--- src/design/mfhp_pkg.sv ---
// mfhp_pkg: shared types and constants for the MQTT fixed header parser.
// Holds word structs, parser state, phase and role codes, flag-nibble table.
// No dependencies.
`timescale 1ns / 1ps

package mfhp_pkg;

	localparam logic [3:0] TYPE_PUBLISH  = 4'd3;
	localparam logic [3:0] TYPE_FIRST_OK = 4'd1;
	localparam logic [3:0] TYPE_LAST_OK  = 4'd14;
	localparam int         LEN_W         = 28;
	localparam logic [2:0] LEN_MAX_BYTES = 3'd4;

	typedef enum logic [1:0] {
		PH_HEADER = 2'd0,
		PH_LENGTH = 2'd1,
		PH_BODY   = 2'd2,
		PH_ERROR  = 2'd3
	} phase_t;

	typedef enum logic [1:0] {
		ROLE_HEADER  = 2'd0,
		ROLE_LENGTH  = 2'd1,
		ROLE_BODY    = 2'd2,
		ROLE_IGNORED = 2'd3
	} role_t;

	typedef struct packed {
		logic [7:0] byte_in;
		logic       restart;
	} in_word_t;

	typedef struct packed {
		logic [1:0]       byte_role;
		logic             error_flag;
		logic [3:0]       packet_type;
		logic             dup_flag;
		logic [1:0]       qos_level;
		logic             retain_flag;
		logic [LEN_W-1:0] body_length;
		logic [7:0]       body_byte;
		logic             packet_done;
	} out_word_t;

	typedef struct packed {
		phase_t           phase;
		logic [3:0]       type_reg;
		logic [3:0]       publish_flags;
		logic [LEN_W-1:0] length_accum;
		logic [2:0]       length_byte_count;
		logic [LEN_W-1:0] bytes_left;
	} state_t;

	localparam state_t STATE_RESET = '{
		phase:             PH_HEADER,
		type_reg:          4'd0,
		publish_flags:     4'd0,
		length_accum:      '0,
		length_byte_count: 3'd0,
		bytes_left:        '0
	};

	// required flag nibble for non-PUBLISH types
	function automatic logic [3:0] flag_nibble(input logic [3:0] ptype);
		logic [3:0] r;
		r = (ptype inside {4'd6, 4'd8, 4'd10}) ? 4'd2 : 4'd0;
		return r;
	endfunction

endpackage

--- src/design/mfhp_step.sv ---
// mfhp_step: combinational update for one stream word.
// Maps current parser state and the word to next state and result word.
// Depends on mfhp_pkg.
`timescale 1ns / 1ps

module mfhp_step (
	input  mfhp_pkg::state_t    state,
	input  mfhp_pkg::in_word_t  word,
	output mfhp_pkg::state_t    next_state,
	output mfhp_pkg::out_word_t result
);
	import mfhp_pkg::*;

	state_t           cur;
	state_t           nxt;
	logic [3:0]       ptype;
	logic [3:0]       pflags;
	logic             bad_hdr;
	logic [LEN_W-1:0] group;
	logic [LEN_W-1:0] accum_n;
	logic [LEN_W-1:0] left_n;
	role_t            role;
	logic             err;
	logic             done;
	logic [7:0]       body;

	assign ptype  = word.byte_in[7:4];
	assign pflags = word.byte_in[3:0];

	always_comb begin
		case (cur.length_byte_count[1:0])
			2'd0:    group = {21'd0, word.byte_in[6:0]};
			2'd1:    group = {14'd0, word.byte_in[6:0], 7'd0};
			2'd2:    group = {7'd0, word.byte_in[6:0], 14'd0};
			default: group = {word.byte_in[6:0], 21'd0};
		endcase
	end

	assign accum_n = cur.length_accum | group;
	assign left_n  = cur.bytes_left - LEN_W'(1);

	always_comb begin
		if (ptype < TYPE_FIRST_OK || ptype > TYPE_LAST_OK) begin
			bad_hdr = 1'b1;
		end else if (ptype == TYPE_PUBLISH) begin
			bad_hdr = (pflags[2:1] == 2'b11);
		end else begin
			bad_hdr = (pflags != flag_nibble(ptype));
		end
	end

	always_comb begin
		cur  = word.restart ? STATE_RESET : state;
		nxt  = cur;
		role = ROLE_HEADER;
		err  = 1'b0;
		done = 1'b0;
		body = 8'd0;
		case (cur.phase)
			PH_HEADER: begin
				role         = ROLE_HEADER;
				nxt.type_reg = ptype;
				if (bad_hdr) begin
					err                   = 1'b1;
					nxt.phase             = PH_ERROR;
					nxt.publish_flags     = 4'd0;
					nxt.length_accum      = '0;
					nxt.length_byte_count = 3'd0;
					nxt.bytes_left        = '0;
				end else begin
					nxt.publish_flags     = (ptype == TYPE_PUBLISH) ? pflags : 4'd0;
					nxt.phase             = PH_LENGTH;
					nxt.length_accum      = '0;
					nxt.length_byte_count = 3'd0;
				end
			end
			PH_LENGTH: begin
				role = ROLE_LENGTH;
				if (cur.length_byte_count >= LEN_MAX_BYTES) begin
					err                   = 1'b1;
					nxt.phase             = PH_ERROR;
					nxt.publish_flags     = 4'd0;
					nxt.length_accum      = '0;
					nxt.length_byte_count = 3'd0;
					nxt.bytes_left        = '0;
				end else begin
					nxt.length_accum      = accum_n;
					nxt.length_byte_count = cur.length_byte_count + 3'd1;
					if (!word.byte_in[7]) begin
						if (accum_n == '0) begin
							done = 1'b1;
						end else begin
							nxt.bytes_left = accum_n;
							nxt.phase      = PH_BODY;
						end
					end
				end
			end
			PH_BODY: begin
				role           = ROLE_BODY;
				body           = word.byte_in;
				nxt.bytes_left = left_n;
				done           = (left_n == '0);
			end
			default: begin
				role = ROLE_IGNORED;
				err  = 1'b1;
			end
		endcase
	end

	always_comb begin
		result.byte_role   = role;
		result.error_flag  = err;
		result.packet_type = nxt.type_reg;
		result.dup_flag    = nxt.publish_flags[3];
		result.qos_level   = nxt.publish_flags[2:1];
		result.retain_flag = nxt.publish_flags[0];
		result.body_length = (nxt.phase == PH_ERROR) ? '0 : nxt.length_accum;
		result.body_byte   = body;
		result.packet_done = done;
		next_state         = done ? STATE_RESET : nxt;
	end

endmodule

--- src/design/mqtt_fixed_header_parser_core.sv ---
// mqtt_fixed_header_parser_core: top level of the MQTT fixed header parser.
// Input register, parser state register, result register; uses mfhp_step.
// Depends on mfhp_pkg.
`timescale 1ns / 1ps
//
//  channel | signals                          | word
//  --------+----------------------------------+----------------------
//  input   | item_valid, item_ready, item     | mfhp_pkg::in_word_t
//  output  | result_valid, result_ready, result | mfhp_pkg::out_word_t
//
// One word per cycle sustained while the output is not stalled; each word is
// loaded into the input register at acceptance and into the result register
// when it advances out of the input register.
// The parser state updates in the same cycle the result register loads.
// Output stall holds the result register; input keeps flowing into the
// input register until both stages are full.
// Reset returns the parser to the header phase and empties both stages.

module mqtt_fixed_header_parser_core (
	input  logic                clk,
	input  logic                arst_n,
	input  logic                item_valid,
	output logic                item_ready,
	input  mfhp_pkg::in_word_t  item,
	output logic                result_valid,
	input  logic                result_ready,
	output mfhp_pkg::out_word_t result
);
	import mfhp_pkg::*;

	in_word_t  item_s1;
	logic      valid_s1;
	state_t    state_q;
	state_t    state_n;
	out_word_t result_n;
	out_word_t result_q;
	logic      result_valid_q;
	logic      advance;

	assign advance    = valid_s1 && (!result_valid_q || result_ready);
	assign item_ready = !valid_s1 || advance;

	mfhp_step u_step (
		.state      (state_q),
		.word       (item_s1),
		.next_state (state_n),
		.result     (result_n)
	);

	always_ff @(posedge clk or negedge arst_n) begin
		if (!arst_n) begin
			valid_s1 <= 1'b0;
		end else if (item_ready) begin
			valid_s1 <= item_valid;
		end
	end

	always_ff @(posedge clk) begin
		if (item_ready && item_valid) begin
			item_s1 <= item;
		end
	end

	always_ff @(posedge clk or negedge arst_n) begin
		if (!arst_n) begin
			state_q        <= STATE_RESET;
			result_valid_q <= 1'b0;
		end else begin
			if (advance) begin
				state_q <= state_n;
			end
			if (advance) begin
				result_valid_q <= 1'b1;
			end else if (result_ready) begin
				result_valid_q <= 1'b0;
			end
		end
	end

	always_ff @(posedge clk) begin
		if (advance) begin
			result_q <= result_n;
		end
	end

	assign result_valid = result_valid_q;
	assign result       = result_q;

	a_error_clears: assert property (@(posedge clk) disable iff (!arst_n)
		state_q.phase == PH_ERROR |->
			state_q.length_accum == '0 && state_q.publish_flags == 4'd0)
		else $error("error phase with stale packet state");

	a_len_count: assert property (@(posedge clk) disable iff (!arst_n)
		state_q.length_byte_count <= LEN_MAX_BYTES)
		else $error("length byte count overflow");

	a_s1_hold: assert property (@(posedge clk) disable iff (!arst_n)
		valid_s1 && !advance |=> valid_s1 && $stable(item_s1))
		else $error("input stage lost a stalled word");

	a_done_clean: assert property (@(posedge clk) disable iff (!arst_n)
		result_valid_q && result_q.packet_done |-> !result_q.error_flag)
		else $error("packet completed with error");

endmodule

--- config.mk ---
export PLATFORM = sky130hd
export DESIGN_NAME = mqtt_fixed_header_parser_core
export DESIGN_NICKNAME = d
export VERILOG_FILES = /design/src/design/mfhp_pkg.sv /design/src/design/mfhp_step.sv /design/src/design/mqtt_fixed_header_parser_core.sv
export SDC_FILE = /design/constraint.sdc
export NUM_CORES = 1
export LEC_CHECK = 0
export BUFFER_PORTS_ARGS = -buffer_cell sky130_fd_sc_hd__buf_2
export CORE_MARGIN = 5
export CORE_UTILIZATION = 55
export DETAILED_ROUTE_END_ITERATION = 8
export PLACE_DENSITY = 0.73
export SYNTH_ARGS = -nofsm -noshare
export SYNTH_HDL_FRONTEND = slang
export SYNTH_HIERARCHICAL = 1
export SYNTH_SLANG_ARGS = --single-unit
export TNS_END_PERCENT = 30
--- constraint.sdc ---
create_clock -name clk -period 4.2 [get_ports clk]
set_input_delay 0.84 -clock clk [delete_from_list [all_inputs] [get_ports clk]]
set_output_delay 0.84 -clock clk [all_outputs]
set_load 0.02 [all_outputs]
==> metrics.txt <==
Mapped Cells 854; fin area 0.00912 mm^2; Async SR Flop Fraction 55.5%; Final Cycle Share 89.1%; min-delay src state_q[30]; element type at the critical path start flop; Synth Net Count 874; min cycle time layout 3.74 ns; routed wire length per instance 24.8 um; Crit path max-delay family simple AND/OR/NAND/NOR gates; Post-Route Skew 0.00889 ns; number of synthesized register bits 128; final setup vio count 0; initial antenna violation count 0; Critical Path Fanout Max 68; largest net degree at the start of global routing 72; Cell Chain, Critical Path inv_1 -> nand2_1 -> ha_1 -> or4b_2 -> and3_1 -> o31ai_1 -> nand3b_1 -> nor4_1 -> a41o_2 -> buf_12 -> nor2_1 -> mux2_2; Max IR drop VDD 0.000293 V; status finished clean; via count 7685; Synth Area in Simple Gates 17.8%; antenna-violating nets left 0; share of Yosys cell area claimed by the top area cell type 22.0%; hold slack 0.514 ns; MaxCap Viol Count 0; Final Hold Fails 0; post-cts sizing count 0; sequential share of the synthesized area 43.1%; CP peak stage delay 0.70 ns; share of layout cells above drive strength 1 22.9%; Synth Area in XOR/XNOR 0.866%; hold_buf cts 0; Remaining DRCs 0; Ports 63; Least-Margin Pin Slew 1.19 ns; Clk Latency, worst-skew pair 0.42 ns; total CTS buffers 17; total core area 0.0145 mm^2; PwrDens 629 mW/mm^2; main combinational cell family by area after synthesis compound AO/OA/AOI/OAI gates; Total Wirelength 27.3 mm; first-pass GRT wire length 42.4 mm; non-filler instance count after layout 1100; Die Footprint 0.0172 mm^2; die height 131 um; vias in the first global route 7289; clock sink count 128; CP startpoint item_s1[0]; H-Tree Depth 4; WP buf/inv 2; GR Overflow Total 0; Synth Area in Compound Gates 21.5%; Max transition margin 20.6%; RSZ-0062 raised after global routing no; Via density 6.99; worst hold path class reg -> reg; fmax 267 MHz; DP Wirelength 18.8 mm; Max Slew Vio Count 0; EDFF count, synth 57; initial DRC count 1313; # fillers 1192; Synth warnings 6; CP max stage cell or4b_2; Setup Buffers After CTS 0; clock root cell clkbuf_16; required time of the worst setup path 4.50 ns; row count 44; net count reported at finish 923; leakage power 0.00390 uW; # placed instances 1068; Reg clk slew, reported paths 0.06 ns; largest cells by area after synthesis dfrtp_1 22%, edfxtp_1 21%, mux2_2 9.6%; ys flop type dfrtp_1; gr usage total 30.7%; r2r startpoint item_s1[0]; TritonRoute pass-1 iters 6; cell taking the most area after synthesis dfrtp_1; GPL Wtd Cong 1.02; Layout area overhead 12.8%; CP Capture Type flop; setup TNS 0 ns; DIE WIDTH 131 um; Syn Std Cell Area 0.00809 mm^2; Crit Path Class reg -> reg; worst endpoint data arrival time 4.04 ns; synth unique cells 71; # diodes 0; placed cell area 0.00857 mm^2; CTS tree built; Starting Density 55.9%; port buffer count 62; Clock Path Buffers 2; Post-Syn Area per Cell 9.47 um^2; Post-Synth Adder-Cell Area 1.08%; mux share of post-synthesis cell area 10.3%; post-layout util 63.0%
[synthesized netlist by cell type (all sizes together), types with 4 or more instances]
cell	instances
a22o	12
nand2	46
xnor2	4
nor2	93
a31oi	11
nor4	12
a211oi	10
o211ai	8
inv	18
and3	12
and2	8
a22oi	26
a32oi	9
nand4	8
o21ai	46
o21bai	4
edfxtp	57
buf	24
xor2	4
nand2b	8
mux2	69
clkbuf	44
a21o	5
nand3	20
a211o	5
nor2b	22
or4	4
nor3	21
dfrtp	71
a21oi	100
o21a	4
ha	7
mux2i	6
[cell type report]
type,instances,area [um^2],share of cell area [%]
Multi-Input combinational cell,638,4180,45.8
Sequential cell,128,3490,38.2
Tap cell,184,230,2.52
Inverter,20,75.1,0.823
Clock inverter,13,114,1.25
Clock buffer,19,443,4.86
Timing Repair Buffer,98,593,6.50
[layout by cell type, fill, tap and decap left out, types with 21 or more instances in the layout]
master,instances
nor3_1,21
mux2_2,69
o21ai_0,44
nor2b_1,22
edfxtp_1,57
nor2_1,93
a22oi_1,26
nand2_1,45
buf_2,62
dfrtp_1,71
a21oi_1,100
buf_4,35
[report_power, final]
part	switching, uW	leakage, uW	internal, uW
registers	307	0.00152	1550
logic	1580	0.00212	897
clock network	583	0.000265	830
[metal layers]
layer / routed length, um / share of wire [%] / GRT usage, % / vias up
li1: - / - / - / 3298
met1: 10800 / 39 / 41.6 / 3717
met2: 12700 / 47 / 48.7 / 564
met3: 2660 / 9.7 / 5.01 / 106
met4: 1160 / 4.3 / 13.7 / 0
met5: 0 / 0 / 0 / -
[per-stage QoR]
stage / worst slack, ns / power (uW)
after detailed placement: 0.577 / 4260
final: 0.457 / 5740
after CTS: 0.561 / 5670
after global routing: 0.378 / 5990
after global placement: 0.626 / 4220
after floorplan: 0.493 / 3460
[cells by family (layout without fill, tap and decap cells)]
| family | after synthesis | after routing |
|---|---|---|
| buf+inv | 88 | 150 |
| fa+ha+maj | 7 | 7 |
| compound gates | 271 | 271 |
| mux | 75 | 75 |
| xor+xnor | 8 | 8 |
| flops | 128 | 128 |
| simple gates | 277 | 277 |
[final timing paths]
| kind | slack (ns) | endpoint | depth (start not counted) |
|---|---|---|---|
| worst max-delay path | 0.46 | state_q[42] | 12 |
| worst min-delay path | 0.51 | state_q[30] | 1 |
| worst max register to register | 0.46 | state_q[42] | 12 |
| worst min register to register | 0.51 | state_q[30] | 1 |
| max in group asynchronous | 2.88 | state_q[31] | 2 |
| min in group asynchronous | 0.64 | state_q[23] | 2 |
[sequential cells by signal, indices dropped and copies added (netlist names)]
register and cells:
result_valid 1, valid_s1 1, item_s1 9, result 48
state_q 69
No activity file was read; power rests on OpenSTA's default activity.
